File: config.mk
export PLATFORM = sky130hd
export DESIGN_NAME = pls_cell
export DESIGN_NICKNAME = d
export VERILOG_FILES = /design/src/design/pls_pkg.sv /design/src/design/pls_cell.sv
export SDC_FILE = /design/constraint.sdc
export NUM_CORES = 1
export LEC_CHECK = 0
export BUFFER_PORTS_ARGS = -buffer_cell sky130_fd_sc_hd__buf_2
export CORE_UTILIZATION = 43
export CTS_BUF_LIST = sky130_fd_sc_hd__clkbuf_4 sky130_fd_sc_hd__clkbuf_8 sky130_fd_sc_hd__clkbuf_16
export DETAILED_ROUTE_END_ITERATION = 12
export PLACE_DENSITY = 0.85
export SYNTH_ARGS = -nofsm -noshare
export SYNTH_HDL_FRONTEND = slang
export SYNTH_SLANG_ARGS = --single-unit
File: constraint.sdc
create_clock -name clk -period 7.1 [get_ports clk]
set_input_delay 1.775 -clock clk [delete_from_list [all_inputs] [get_ports clk]]
set_output_delay 1.775 -clock clk [all_outputs]
set_load 0.05 [all_outputs]
File: src/design/pls_pkg.sv
// ----------------------------------------------------------------------------
// pls_pkg
// Sizes, field layout, operation and status codes for the list store.
// ----------------------------------------------------------------------------
package pls_pkg;

    // Storage geometry
    localparam int DEPTH     = 64;
    localparam int ELEM_BITS = 32;
    localparam int IDX_BITS  = $clog2(DEPTH);
    localparam int CNT_BITS  = $clog2(DEPTH + 1);

    // Fixed field widths
    localparam int KIND_BITS   = 3;
    localparam int POS_BITS    = 7;
    localparam int STATUS_BITS = 2;
    localparam int CMP_BITS    = (POS_BITS > CNT_BITS) ? POS_BITS : CNT_BITS;

    // Read gather tree: cells per first-level group
    localparam int GROUP   = 8;
    localparam int NGROUPS = (DEPTH + GROUP - 1) / GROUP;

    // Input stream layout: tdata = {new_value, position}, tuser = kind
    localparam int IN_POS_LSB    = 0;
    localparam int IN_VAL_LSB    = IN_POS_LSB + POS_BITS;
    localparam int IN_DATA_BITS  = ((POS_BITS + ELEM_BITS + 7) / 8) * 8;
    localparam int IN_USED_BITS  = POS_BITS + ELEM_BITS;

    // Output stream layout: tdata = {count_after, read_value, status}
    localparam int OUT_ST_LSB    = 0;
    localparam int OUT_RD_LSB    = OUT_ST_LSB + STATUS_BITS;
    localparam int OUT_CNT_LSB   = OUT_RD_LSB + ELEM_BITS;
    localparam int OUT_USED_BITS = STATUS_BITS + ELEM_BITS + CNT_BITS;
    localparam int OUT_DATA_BITS = ((OUT_USED_BITS + 7) / 8) * 8;

    typedef enum logic [KIND_BITS-1:0] {
        KIND_APPEND = 3'd0,
        KIND_PUSH   = 3'd1,
        KIND_INSERT = 3'd2,
        KIND_SET    = 3'd3,
        KIND_GET    = 3'd4,
        KIND_POP    = 3'd5,
        KIND_REMOVE = 3'd6,
        KIND_NONE   = 3'd7
    } kind_t;

    typedef enum logic [STATUS_BITS-1:0] {
        ST_OK     = 2'd0,
        ST_BADPOS = 2'd1,
        ST_EMPTY  = 2'd2,
        ST_FULL   = 2'd3
    } status_t;

    typedef enum logic [1:0] {
        CELL_HOLD   = 2'd0,
        CELL_INSERT = 2'd1,
        CELL_WRITE  = 2'd2,
        CELL_REMOVE = 2'd3
    } cell_op_t;

    typedef enum logic {
        S_IDLE   = 1'b0,
        S_RESULT = 1'b1
    } state_t;

    // Command broadcast to every cell of the row
    typedef struct packed {
        cell_op_t            op;
        logic [IDX_BITS-1:0] pos;
        logic [IDX_BITS-1:0] last;
        logic                rd_en;
    } cell_ctrl_t;

endpackage

File: src/design/pls_cell.sv
// ----------------------------------------------------------------------------
// pls_cell
// One list slot: holds an element, takes a neighbor's element on a shift.
// ----------------------------------------------------------------------------
module pls_cell
(
    input  logic                          clk,
    input  logic                          upd,
    input  pls_pkg::cell_ctrl_t           ctrl,
    input  logic [pls_pkg::IDX_BITS-1:0]  index,
    input  logic [pls_pkg::ELEM_BITS-1:0] new_value,
    input  logic [pls_pkg::ELEM_BITS-1:0] left_data,
    input  logic [pls_pkg::ELEM_BITS-1:0] right_data,
    output logic [pls_pkg::ELEM_BITS-1:0] data,
    output logic [pls_pkg::ELEM_BITS-1:0] rd_data
);

    logic [pls_pkg::ELEM_BITS-1:0] data_reg;
    logic [pls_pkg::ELEM_BITS-1:0] data_next;

    // Pick the slot's next element from the broadcast command
    always_comb
    begin
        data_next = data_reg;
        case (ctrl.op)
            pls_pkg::CELL_INSERT:
            begin
                if (index == ctrl.pos)
                begin
                    data_next = new_value;
                end
                else if ((index > ctrl.pos) && (index <= ctrl.last))
                begin
                    data_next = left_data;
                end
            end
            pls_pkg::CELL_WRITE:
            begin
                if (index == ctrl.pos)
                begin
                    data_next = new_value;
                end
            end
            pls_pkg::CELL_REMOVE:
            begin
                if (index == ctrl.last)
                begin
                    data_next = '0;
                end
                else if ((index >= ctrl.pos) && (index < ctrl.last))
                begin
                    data_next = right_data;
                end
            end
            default:
            begin
                data_next = data_reg;
            end
        endcase
    end

    // Hold the element; advance only on an accepted transfer
    always_ff @(posedge clk)
    begin
        if (upd)
        begin
            data_reg <= data_next;
        end
    end

    assign data    = data_reg;
    assign rd_data = (ctrl.rd_en && (index == ctrl.pos)) ? data_reg : '0;

endmodule

# ---- Word level (Yosys, flattened, before mapping)
# Index checks and enable logic that the tools add are counted.
dict set report op_classes {
  eq_ne 8
  mux 7
  order_cmp 4
  n_reduce_logical 5
}
# cell n
set op_table {}
lappend op_table {{$mux 32} 6}
lappend op_table {{$pmux 32 s3} 1}
lappend op_table {{$eq 6x6->1} 2}
lappend op_table {{$ge 6x6->1} 1}
lappend op_table {{$gt 6x6->1} 1}
lappend op_table {{$le 6x6->1} 1}
lappend op_table {{$lt 6x6->1} 1}
lappend op_table {{$ne 3x3->1 const B} 2}
lappend op_table {{$reduce_and 5->1} 1}
lappend op_table {{$eq 2x2->1 const B} 2}
lappend op_table {{$logic_and 1x1->1} 3}
lappend op_table {{$reduce_bool 3->1} 1}
lappend op_table {{$eq 2x1->1 const B} 1}
lappend op_table {{$ne 2x2->1 const B} 1}
dict set report totals {
  elab_cells 25
  ff_bits 32
}

# ---- Depth between registers and ports, before layout
# Gate-level depths: netlist of the first run.
dict set report logic_depth {
  word_depth 5
  ltp_mapped 8
  mapped_depth_nobuf 7
}

# ---- Worst setup path before layout of the first run
# OpenSTA, ideal clock, no wires.
dict set report synth_path {
  path_kind {input to register}
  from {input port ctrl[12] (netlist bit)}
  to {register data_reg, in the netlist data[0] (enable)}
  arrival_time_ns 5.205
  cell_stages 8
  path_slack_ns 1.425
  path_cell_list {inv_1 > ha_1 > and4_4 > nand3_4 > buf_6 > a21oi_2 > nor2_1 > o31ai_1}
}
dict set report synth_between {
  elab_chain_cells 4
  elab_cells_between_ends 9
}
# element line_no
set synth_rtl {}
lappend synth_rtl {{start, declared} pls_cell.sv:9} ;# input pls_pkg::cell_ctrl_t ctrl,
lappend synth_rtl {{$ge 6x6->1 / $gt 6x6->1 (equally long branches)} {pls_cell.sv:50, pls_cell.sv:32}}
lappend synth_rtl {{$logic_and 1x1->1, on equally long branches} {pls_cell.sv:50, pls_cell.sv:32}}
lappend synth_rtl {{$ne 3x3->1 (no line)} -}
lappend synth_rtl {{$reduce_and 5->1 (no line) *} -}
lappend synth_rtl {{end signal, assigned} pls_cell.sv:67} ;# data_reg <= data_next;
lappend synth_rtl {{end, declared} pls_cell.sv:18} ;# logic [pls_pkg::ELEM_BITS-1:0] data_reg;
# Mark *: on every way between the ends. The rest lies on a longest branch, timed or not.
# A chain may end at the register's enable or synchronous reset.

# ---- Worst setup path in the final report of the first run
dict set report layout_path {
  from {input port index[5] (netlist bit)}
  to {output port rd_data[13] (netlist bit)}
}
dict set report layout_between {
  elab_chain_cells 3
}
# element line_no
set layout_rtl {}
lappend layout_rtl {{start, declared} pls_cell.sv:10} ;# input logic [pls_pkg::IDX_BITS-1:0] index,
lappend layout_rtl {{$eq 6x6->1} pls_cell.sv:72} ;# assign rd_data = (ctrl.rd_en && (index == ctrl.pos)) ? data_reg : '0;
lappend layout_rtl {{$logic_and 1x1->1} pls_cell.sv:72}
lappend layout_rtl {{$mux 32} pls_cell.sv:72}
lappend layout_rtl {{end, declared} pls_cell.sv:15} ;# output logic [pls_pkg::ELEM_BITS-1:0] rd_data
# No other way between the ends.

==> results.md, run 1 <==
Timing:
- Setup repair after global routing left no endpoint under its margin.
- The final number of hold-violating endpoints is 0.
- The number of setup violations in the final report is 0.
- The number of max-slew violations in the final report is 0.
- After layout, the worst setup slack is 1468 ps.
- The highest attainable clock frequency is ~180 MHz.
- The relative slew slack is 0.2680.
- After layout, the minimum clock period comes to 5632 ps.
- Summed over all failing endpoints, the final setup total negative slack is 0 ps.
- The share of the clock period used by the worst path is 0.7932.
- The transition time at the pin with the least slew margin is 1098 ps.

Worst setup path:
- The worst setup path is captured at an output port.
- The kind of critical path is in2out.
- The most critical setup path has its startpoint at index[5].
- The worst-path maximum fanout is 56.
- The data arrival time at the worst-slack endpoint is approximately 3900 ps.
- The required time at the worst-slack endpoint is roughly 5300 ps.
- The worst setup path is launched from an input port.

Synth:
- Dividing the synthesized area by the synthesized cell count gives between 9 and 10 um2.
- After synthesis the netlist holds a flip-flop and latch count of 32.
- The post-synthesis cell type count is 35.
- In the synthesized netlist the async set-or-reset flop fraction comes to 0.
- The post-synth net total is between 400 and 500.
- The warning count from the yosys run is 0.
- The post-synth design cell area is 2706 um2.
- The synthesized design contains 32 enable-type register cells.
- The dominant register cell in the synthesized netlist is sky130_fd_sc_hd__edfxtp_1.
- After technology mapping, the gate count stands at 300.
- Of the synthesized area, sequential elements account for 0.3551.

Min path:
- The start point of the worst hold path is new_value[27].
- In this run the worst hold path is classified as in2reg.

Global route:
- The initial antenna violation count is 0.
- The first-pass GRT wire length is around 12000 um.
- Across every metal layer, demand over resource in global routing totals 0.2261.
- The number of global-route vias before repair is about 2600.
- The global-route met2 utilization is 0.3992.
- For met3 alone, demand over resource in global routing was 0.04270.
- The fraction of met1 tracks used by global routing is 0.2701.
- The global routing stage identified its most utilized layer as met2.
- The total global routing overflow is 0.
- The pin count of the biggest net entering global routing is 68.

Power:
- The net switching power of the design is 177.4 uW.
- In this run the static leakage power is 0.001823 uW.
- The power density relative to cell area is 155.8 nW/um2.
- Overall power consumption after layout is estimated at about 570 uW.
- The share of total power dissipated in the clock network is 0.301.
- The worst-case IR drop observed on VDD is 0.0001117 V.
- The switching part of the total is 0.3088.
- The cell internal power dissipation is roughly 400 uW.
- Of the total power, registers draw 0.401.
- The combinational share of power is 0.298.

Clocking:
- The clock net in this run drives a total of 32 sinks.
- Once the clock tree was built, the resizer swapped 0 gates to a different size.
- The number of buffers inserted to repair setup after CTS is 0.
- The clock input transition at the sequential cells of the worst setup and hold paths is ~70 ps.
- The maximum buffer depth of the clock tree is 2.
- TritonCTS built the clock tree.
- Clock tree synthesis selected as its root buffer the cell sky130_fd_sc_hd__clkbuf_8.
- The number of hold buffers added after CTS was 0.
- The H-tree level count is 2.
- Clock tree synthesis inserted a total of 5 buffers.

Final layout:
- The register with the most flip-flops in the layout has 32 of them.
- The number of non-filler instances in the completed layout is 538.
- 0 antenna diodes ended up in the layout.
- The proportion of layout cells with a drive suffix above 1 is 0.4384.
- Counting the fill cells in the layout gives 534.
- Compared with the post-synthesis result, the final layout area differs by 36.20%.
- The number of nets in the final layout is 593.

Detailed routing:
- The number of optimization iterations in the first detailed-route pass is 4.
- The vias after detailed routing is 2958.
- The routed length per instance is about 14 um.
- Wires add up to around 8000 um.
- The number of violations reported at the end of detailed-routing iteration 0 is between 100 and 150.
- Once detail routing completed, the nets flagged for antenna violations numbered 0.
- After detailed routing, the number of remaining DRC violations is 0.
- After detailed routing, the number of vias per cell comes to 5.498.

Placement:
- The HPWL after detailed placement is 5583 um.
- The final RePlAce weighted congestion is 0.8383.
- Timing analysis after detailed placement gives a worst setup slack of 1504 ps.
- Port buffering added 182 buffers.
- Including well taps, the total number of placed cells is between 500 and 600.

Flow run:
- Across the run, the number of max-cap violations was 0.

Floorplan:
- The core outline area is 5991 um2.
- The die is between 80 and 90 um tall.
- The starting utilization of the core area is 0.4518.
- The die area is 6615 um2.
- The width of the die is 81.34 um.
- The standard-cell row count is 28.
- In this run the count of I/O pins placed on the die edge is 183.

Status:
- The flow ran to the end, and the final reports show no timing, DRC or antenna violations.
==> power by group through the flow <==
stage,registers (uW),logic (uW),clock network [uW]
finish,230,171,173
global route,231,187,188
CTS,230,171,177
detailed placement,234,170,0
global placement,234,166,0
floorplan,274,72.7,0
==> final timing paths <==
check / endpoint / slack, ps / cells past startpoint
setup / recovery: rd_data[13] / 1470 / 6
hold / removal: data[27]$_DFFE_PP_ / 1860 / 3
==> cells by family (layout without fill, tap and decap cells) <==
group / count (synthesis) / in the layout / share of synthesized area
adder cells (fa/ha/maj): 12 / 12 / 0.05548
buffers and inverters: 42 / 205 / 0.08090
flip-flops: 32 / 32 / 0.3551
multiplexers: 2 / 2 / 0.007397
AND/OR/NAND/NOR: 109 / 109 / 0.2543
AO/OA/AOI/OAI: 103 / 103 / 0.2469
==> critical path, cell delays in order <==
cell and delay, ps:
sky130_fd_sc_hd__buf_2 110, sky130_fd_sc_hd__ha_1 310, sky130_fd_sc_hd__and4_4 260, sky130_fd_sc_hd__and3_2 810
sky130_fd_sc_hd__and3_1 280, sky130_fd_sc_hd__buf_2 270
==> layer usage <==
layer,vias to the layer above,share of wire
met5,-,0
met4,0,0.020
met3,16,0.051
met2,131,0.51
met1,1364,0.42
li1,1447,-
==> placed cells by master (no fill, tap or decap), drive strengths merged <==
cell type,count
a211oi,31
nor2,1
a21o,1
bufinv,1
a21oi,34
inv,12
o31ai,1
nand2,5
clkbuf,6
o211ai,1
and3,33
mux2i,2
buf,185
clkinv,1
nor2b,32
nand4,1
a221oi,1
and2,31
edfxtp,32
o21a,1
a31oi,31
a2111oi,1
and4,2
nand3,4
ha,12
o21ai,1
==> cell type report <==
cell class	instances	area, um2	share of cell area
clock buffer	6	76.32	0.02071
tap	75	93.84	0.02546
sequential	32	960.9	0.2607
multi-input combinational	226	1541	0.4182
inverter	12	45.04	0.01222
timing repair buffer	185	933.4	0.2532
clock inverter	2	35.03	0.009504
==> per-stage QoR <==
stage	instance area, um2	hold slack (ps)	util
6_report	3686	1857	0.6153
5_1_grt	3686	1863	0.6153
4_1_cts	3686	1846	0.6153
3_5_place_dp	3575	2138	0.5967
3_3_place_gp	3575	2130	0.5967
2_1_floorplan	2706	1980	-
==> cell usage after synthesis, types with 4 or more instances <==
library cell               instances  area (um2)
sky130_fd_sc_hd__buf_2             6       30.03
sky130_fd_sc_hd__edfxtp_1         32       960.9
sky130_fd_sc_hd__and2_1           27       168.9
sky130_fd_sc_hd__a31oi_1          31       193.9
sky130_fd_sc_hd__inv_1            12       45.04
sky130_fd_sc_hd__clkbuf_1         12       45.04
sky130_fd_sc_hd__a21oi_1          33       165.2
sky130_fd_sc_hd__buf_6             6       67.56
sky130_fd_sc_hd__ha_1             12       150.1
sky130_fd_sc_hd__nand2_1           5       18.77
sky130_fd_sc_hd__and3_1           33       206.5
sky130_fd_sc_hd__a211oi_1         28       210.2
sky130_fd_sc_hd__clkbuf_2          4       20.02
sky130_fd_sc_hd__nor2b_1          32       200.2
No activity file was read; power rests on OpenSTA's default activity.
==> run 2, diff against run 1 <==
Settings changed: ABC_AREA from default to 1.
Clock period 7.1 ns to 5.4 ns, I/O delays scaled along.
==> results.md, run 2 <==
Placement:
- The count of input and output buffers is 182.
- Routability-driven placement finished with a final weighted congestion of 0.8694.
- OpenSTA, run right after detailed placement, puts the worst setup slack at around 980 ps.
- The final HPWL from detailed placement is around 6300 um.

Power:
- The switching part of the total is 0.3516.
- The total power is 812.5 uW.
- The net switching power of the design is 285.7 uW.
- Power spread over the standard cell area amounts to 214.2 nW/um2.
- The share of total power dissipated in sequential elements is 0.390.
- The internal power of the cells totals 526.8 uW.
- IR analysis of the VDD net gives a maximum drop of 0.0001500 V.
- For this design the static power due to leakage is 0.002100 uW.
- The share of total power dissipated in combinational logic is 0.328.
- Of the total power, the clock network draws 0.282.

Worst setup path:
- The required time at the worst-slack endpoint is 4050 ps.
- The kind of critical path is in2out.
- The worst setup path is captured at an output port.
- STA puts the critical path data arrival time at just over 3000 ps.
- The worst-path maximum fanout is 17.
- The launching element type of the critical path is an input port.

Timing:
- The final number of hold-violating endpoints is 0.
- Dividing the final minimum period by the clock period gives 0.8132.
- Timing would allow up to approximately 230 MHz.
- For the pin with the worst max-slew slack, the measured transition is 1059 ps.
- Setup violations remaining at the end of the flow were counted as 0.
- The hold slack is 1353 ps.
- The relative slew slack is 0.2934.
- The number of max-slew violations in the final report is 0.
- Adding up every negative setup slack in the final design gives 0 ps.
- Setup repair after global routing left no endpoint under its margin.
- The clock period could shrink to 4391 ps.
- The minimum setup slack in the final design is just over 1000 ps.

Clocking:
- The tree is rooted in a sky130_fd_sc_hd__clkbuf_8.
- In this run, post-CTS repair resized a total of 0 instances.
- Clock-pin slew was measured on the worst setup and hold paths at 70 ps.
- The number of buffers inserted by hold repair at cts is 0.
- The maximum buffer depth of the clock tree is 2.
- The number of buffers inserted to repair setup after CTS is 0.
- The number of clock buffers added by TritonCTS is 5.
- TritonCTS built the clock tree.
- The H-tree generated during clock tree synthesis spans 2 levels.
- The clock net in this run drives a total of 32 sinks.

Synth:
- The cell area that synthesis handed to floorplanning was 2740 um2.
- The register bit count reported by yosys is 32.
- The proportion of register bits with asynchronous set or reset after synthesis is 0.
- The share of synthesized area in the top cell type comes to 0.3507.
- The share of the Yosys chip area taken by registers is 0.3507.
- The commonest cells after synthesis are 89 x sky130_fd_sc_hd__nand2_1, 57 x sky130_fd_sc_hd__inv_1, 36 x sky130_fd_sc_hd__nor2_1.
- Averaged over all synthesized cells, the footprint is 7.807 um2.
- Yosys instantiated no cell more often than sky130_fd_sc_hd__nand2_1.
- Ranked by total cell area, the synthesized netlist is headed by sky130_fd_sc_hd__edfxtp_1 35%, sky130_fd_sc_hd__o211ai_2 14%, sky130_fd_sc_hd__nand2_1 12%, sky130_fd_sc_hd__inv_1 7.8%, sky130_fd_sc_hd__nor2_2 7.3%.
- Synthesis instantiated 21 different standard cells from the library.
- For this run, the leading register cell type out of synthesis is sky130_fd_sc_hd__edfxtp_1.
- Counting every net in the synthesized netlist gives around 480.
- Of all cell types, the one taking the most synthesized area is sky130_fd_sc_hd__edfxtp_1.
- Synthesis produced 351 cells.
- The number of flops mapped to enable cells by yosys is 32.
- The warning count from the yosys run is 0.

Global route:
- The total overflow left after global routing is 0.
- The number of global-route vias before repair was between 2000 and 3000.
- The first global-routing pass estimated 12540 um of wire.
- The initial antenna violation count was 0.
- Entering global routing, the biggest net connects 36 pins.
- The overall track demand over capacity in global routing is 0.2488.

Floorplan:
- The standard-cell row count is 28.
- The starting utilization of the core area is 0.4547.
- The core outline area is 6026 um2.
- The total I/O pin count is 183.
- The width of the die is 81.83 um.
- The die area is roughly 6700 um2.
- The y dimension of the die is 81.83 um.

Final layout:
- The number of inserted diodes is 0.
- The number of fillers in the final layout is about 540.
- Summing all flip-flop and latch instances after layout gives 960.9 um2.
- Leaving out fill and tap cells, the most frequent cells in the layout are 182 x sky130_fd_sc_hd__buf_2, 89 x sky130_fd_sc_hd__nand2_1, 57 x sky130_fd_sc_hd__inv_1.
- In the final layout, the multi-input gates occupy 1446 um2.
- From synthesis to final layout, the design area changed by 38.45%.
- Leaving out fill and tap cells, the most frequent cell in the layout is sky130_fd_sc_hd__buf_2.
- The register with the most flip-flops in the layout has 32 of them.
- The number of nets in the final layout is 658.
- In the final layout, the share of cells above drive strength 1 is 0.4962.

Detailed routing:
- The number of optimization iterations in the first detailed-route pass is 4.
- Detailed routing inserted a total of about 3000 vias.
- The routed length per instance is 13.68 um.
- The detailed router finished its first iteration with between 100 and 150 violations.
- The routed via count divided by cell count is 4.980.
- The count of unresolved DRC violations after routing is 0.
- The count of nets left with antenna violations once routing finished came out at 0.
- After detailed routing, the total wire length is 8248 um.

Flow run:
- The number of max-capacitance violations reported is 0.

Status:
- The flow ran to the end, and the final reports show no timing, DRC or antenna violations.

Min path:
- In this run the worst hold path is classified as in2reg.
==> run 2: cell type report <==
cell class | instances | area share
clock inverter | 3 | 0.01121
clock buffer | 5 | 0.01814
sequential | 32 | 0.2533
multi-input combinational | 243 | 0.3813
tap | 75 | 0.02474
inverter | 58 | 0.05805
timing repair buffer | 187 | 0.2533
==> run 2: power groups by stage <==
stage	registers, uW	clock network, uW	logic (uW)
final	317	229	267
after global routing	319	243	290
after CTS	317	232	268
after detailed placement	322	0	268
after global placement	321	0	262
after floorplan	400	0	98.6
==> run 2: routing by layer <==
| metal | vias up | routed length (um) | track usage |
|---|---|---|---|
| met5 | - | 0 | 0 |
| met3 | 18 | 417 | 0.03778 |
| li1 | 1481 | - | - |
| met1 | 1381 | 3325 | 0.2830 |
| met2 | 123 | 4316 | 0.4529 |
| met4 | 0 | 189 | 0.1140 |
==> run 2: worst paths after layout <==
path / startpoint / to / slack [ps] / cells past startpoint
max: index[5] / rd_data[23] / 1010 / 10
min: right_data[4] / data[4]$_DFFE_PP_ / 1350 / 3
==> run 2: per-stage QoR <==
stage | cell area, um2 | std cells | utilization
5_1_grt | 3794 | 603 | 0.6296
6_report | 3794 | 603 | 0.6296
4_1_cts | 3794 | 603 | 0.6296
3_3_place_gp | 3682 | 595 | 0.6111
2_1_floorplan | 2740 | 351 | -
3_5_place_dp | 3682 | 595 | 0.6111
==> run 2: kinds of logic (layout without fill, tap and decap cells) <==
kind of cell	count (synthesis)	in the layout	share of synthesized area
AO/OA/AOI/OAI	68	68	0.2100
adder cells (fa/ha/maj)	12	12	0.05479
buffers and inverters	76	253	0.1242
flip-flops	32	32	0.3507
AND/OR/NAND/NOR	163	163	0.2603
==> run 2: worst max-delay path, cell delays in order <==
cell and delay, ps:
sky130_fd_sc_hd__buf_2 110, sky130_fd_sc_hd__ha_1 290, sky130_fd_sc_hd__nand2_1 100, sky130_fd_sc_hd__nor2_4 150
sky130_fd_sc_hd__nand2_4 70, sky130_fd_sc_hd__inv_4 50, sky130_fd_sc_hd__nand2_2 280, sky130_fd_sc_hd__buf_12 290
sky130_fd_sc_hd__nor2_2 80, sky130_fd_sc_hd__buf_2 260
==> run 3, diff against run 2 <==
Settings changed: CORE_UTILIZATION 43 to 39, PLACE_DENSITY 0.85 to 0.82.
Clock period 5.4 ns to 3.8 ns, I/O delays scaled along.
==> results.md, run 3 (synthesis results as in run 2) <==
Timing:
- Setup repair after global routing left no endpoint under its margin.
- Summed over all failing endpoints, the final setup total negative slack is 0 ps.
- Setup violations remaining at the end of the flow were counted as 0.
- The number of max-slew violations in the final report is 0.
- The highest attainable clock frequency is 299.2 MHz.
- The worst path needs 3342 ps of the cycle, external delays included.
- The share of the clock period used by the worst path is 0.8794.
- The worst pin sits at a relative slew slack of 0.6037.
- The final number of hold-violating endpoints is 0.
- The transition time at the pin with the least slew margin is 593.8 ps.

Worst setup path:
- For the worst setup path, the data required time is 2850 ps.
- The worst setup path is captured at an output port.
- The worst-path maximum fanout is 20.
- The data arrival time at the worst-slack endpoint is between 2000 and 2500 ps.
- The critical path in this run is classified as in2out.
- The signal on the critical path passes through buf_2 > ha_1 > nand2_1 > nor2_4 > nand2_4 > inv_4 > nand2_2 > buf_4 > nor2_2 > buf_2.
- The buffer and inverter count on the worst path is 4.
- The launching element type of the critical path is an input port.
- The cell family with the largest share of critical-path delay is buffers and inverters.
- The critical path's slowest cell is sky130_fd_sc_hd__ha_1.
- In this run the worst setup path begins at index[5].
- The dominant cell type by count on the critical path is sky130_fd_sc_hd__buf_2.
- The largest single stage delay on the critical path is 290 ps.

Flow run:
- Max-cap violations in this run came to 0.

Floorplan:
- The floorplan step defined a core boundary enclosing just under 7000 um2.
- The total I/O pin count is 183.
- The die area is 7365 um2.
- The y dimension of the die is 85.82 um.
- The starting utilization of the core area is 0.4033.
- Row generation in the floorplan step produced 30 rows.
- The width of the die is 85.82 um.

Detailed routing:
- The total length of routed wires is about 7700 um.
- The first detailed-routing pass took 6 iterations.
- The routed via count divided by cell count is about 4.7.
- For this block, the via count after detailed routing is 2978.
- In the routed design, unresolved DRC markers number 0.
- In the final routed layout, each cell accounts on average for roughly 12 um.
- In this run, the number of DRC markers left after iteration 0 of detailed routing was around 140.
- The detail route stage leaves a number of antenna-violating nets equal to 0.

Power:
- The static leakage is 0.002103 uW.
- The share of total power dissipated in sequential elements is 0.418.
- The total power is between 1000 and 1500 uW.
- The cell internal power dissipation is 688.2 uW.
- The power density relative to cell area is 282.7 nW/um2.
- The share of total power dissipated in combinational logic is 0.355.
- VDD sags by at most 0.0001753 V.
- The switching part of the total is 0.3606.
- For this design the total switching power over the nets is 388.2 uW.
- The share of total power dissipated in the clock network is 0.228.

Clocking:
- The number of buffers inserted to repair setup after CTS is 0.
- The clock drives 32 sinks.
- The maximum buffer depth of the clock tree is 2.
- The number of buffers created by CTS is 5.
- After clock tree synthesis, the clock-pin slew on the worst setup and hold paths is 70 ps.
- TritonCTS built the clock tree.
- CTS built an H-tree with a depth of 2.
- The number of buffers inserted by hold repair at cts is 0.
- The clock tree root buffer cell is sky130_fd_sc_hd__clkbuf_8.
- The number of gates resized after CTS was 0.

Global route:
- The total global routing overflow is 0.
- The number of global-route vias before repair is 2789.
- The pin count of the biggest net entering global routing is 36.
- The initial antenna violation count came to 0.
- The overall track demand over capacity in global routing is 0.2111.
- The first global-routing pass estimated about 12000 um of wire.

Final layout:
- The flip-flop count of the largest register, all copies and words added is 32.
- The area growth from synthesis to layout is 38.95%.
- Of the cells placed in the final design, the portion with a size suffix greater than 1 is 0.4991.
- The number of nets in the final layout is between 600 and 700.
- The most frequent standard cell in the layout excluding fill and tap cells is sky130_fd_sc_hd__buf_2.
- The top cell types in the final layout, fill and taps aside, are 182 x sky130_fd_sc_hd__buf_2, 89 x sky130_fd_sc_hd__nand2_1, 57 x sky130_fd_sc_hd__inv_1.
- The number of antenna diodes in the final layout is 0.

Status:
- The flow ran to the end, and the final reports show no timing, DRC or antenna violations.

Placement:
- Routability-driven placement finished with a final weighted congestion of 0.7625.
- The final HPWL from detailed placement is between 6000 and 7000 um.
- The count of input and output buffers is 182.

Min path:
- The type of the most critical hold path is in2reg.
- The start point of the worst hold path is right_data[4].
==> run 3: changes by cell type in the layout (fill, tap and decap cells not counted), sizes merged <==
cell | before | now
buf | 187 | 191
clkinvlp | 1 | 0
clkbuf | 5 | 6
bufinv | 1 | 0
==> run 3: final timing paths <==
path / endpoint / slack [ps] / cells past startpoint
max: rd_data[14] / 460 / 10
min: data[4]$_DFFE_PP_ / 960 / 3
==> run 3: power by group through the flow <==
| stage | clock [uW] | sequential, uW | combinational, uW |
|---|---|---|---|
| after detailed placement | 0 | 456 | 383 |
| after floorplan | 0 | 568 | 140 |
| final | 245 | 449 | 382 |
| after global routing | 270 | 453 | 413 |
| after CTS | 254 | 449 | 384 |
| after global placement | 0 | 455 | 373 |
==> run 3: metal layers <==
metal,share of wire,vias to the layer above,global-route usage,routed length [um]
met5,0,-,0,0
met4,0.019,0,0.06970,149
met3,0.063,16,0.03754,488
met2,0.52,147,0.3985,3981
met1,0.40,1331,0.2389,3106
li1,-,1484,-,-
==> run 3: worst min-delay path, stage by stage <==
cell and delay, ps:
sky130_fd_sc_hd__buf_2 70, sky130_fd_sc_hd__nand2_1 50, sky130_fd_sc_hd__o211ai_2 60
==> run 3: final cells by class <==
| type | instances | area, um2 |
|---|---|---|
| clock buffer | 6 | 76.32 |
| clock inverter | 1 | 5.005 |
| fill | 644 | 2987 |
| inverter | 58 | 220.2 |
| multi-input combinational | 243 | 1446 |
| sequential | 32 | 960.9 |
| tap | 96 | 120.1 |
| timing repair buffer | 191 | 978.4 |
==> run 3: metrics by stage <==
| step | area [um2] | util | setup WS (ps) | hold slack, ps | instances |
|---|---|---|---|---|---|
| finish | 3807 | 0.5604 | 458.2 | 964.7 | 627 |
| floorplan | 2740 | - | 169.6 | 1148 | 351 |
| global placement | 3726 | 0.5484 | 522.6 | 1245 | 620 |
| detailed placement | 3726 | 0.5484 | 457.4 | 1252 | 620 |
| global route | 3807 | 0.5604 | 345.8 | 956.6 | 627 |
| CTS | 3807 | 0.5604 | 456.6 | 955.5 | 627 |
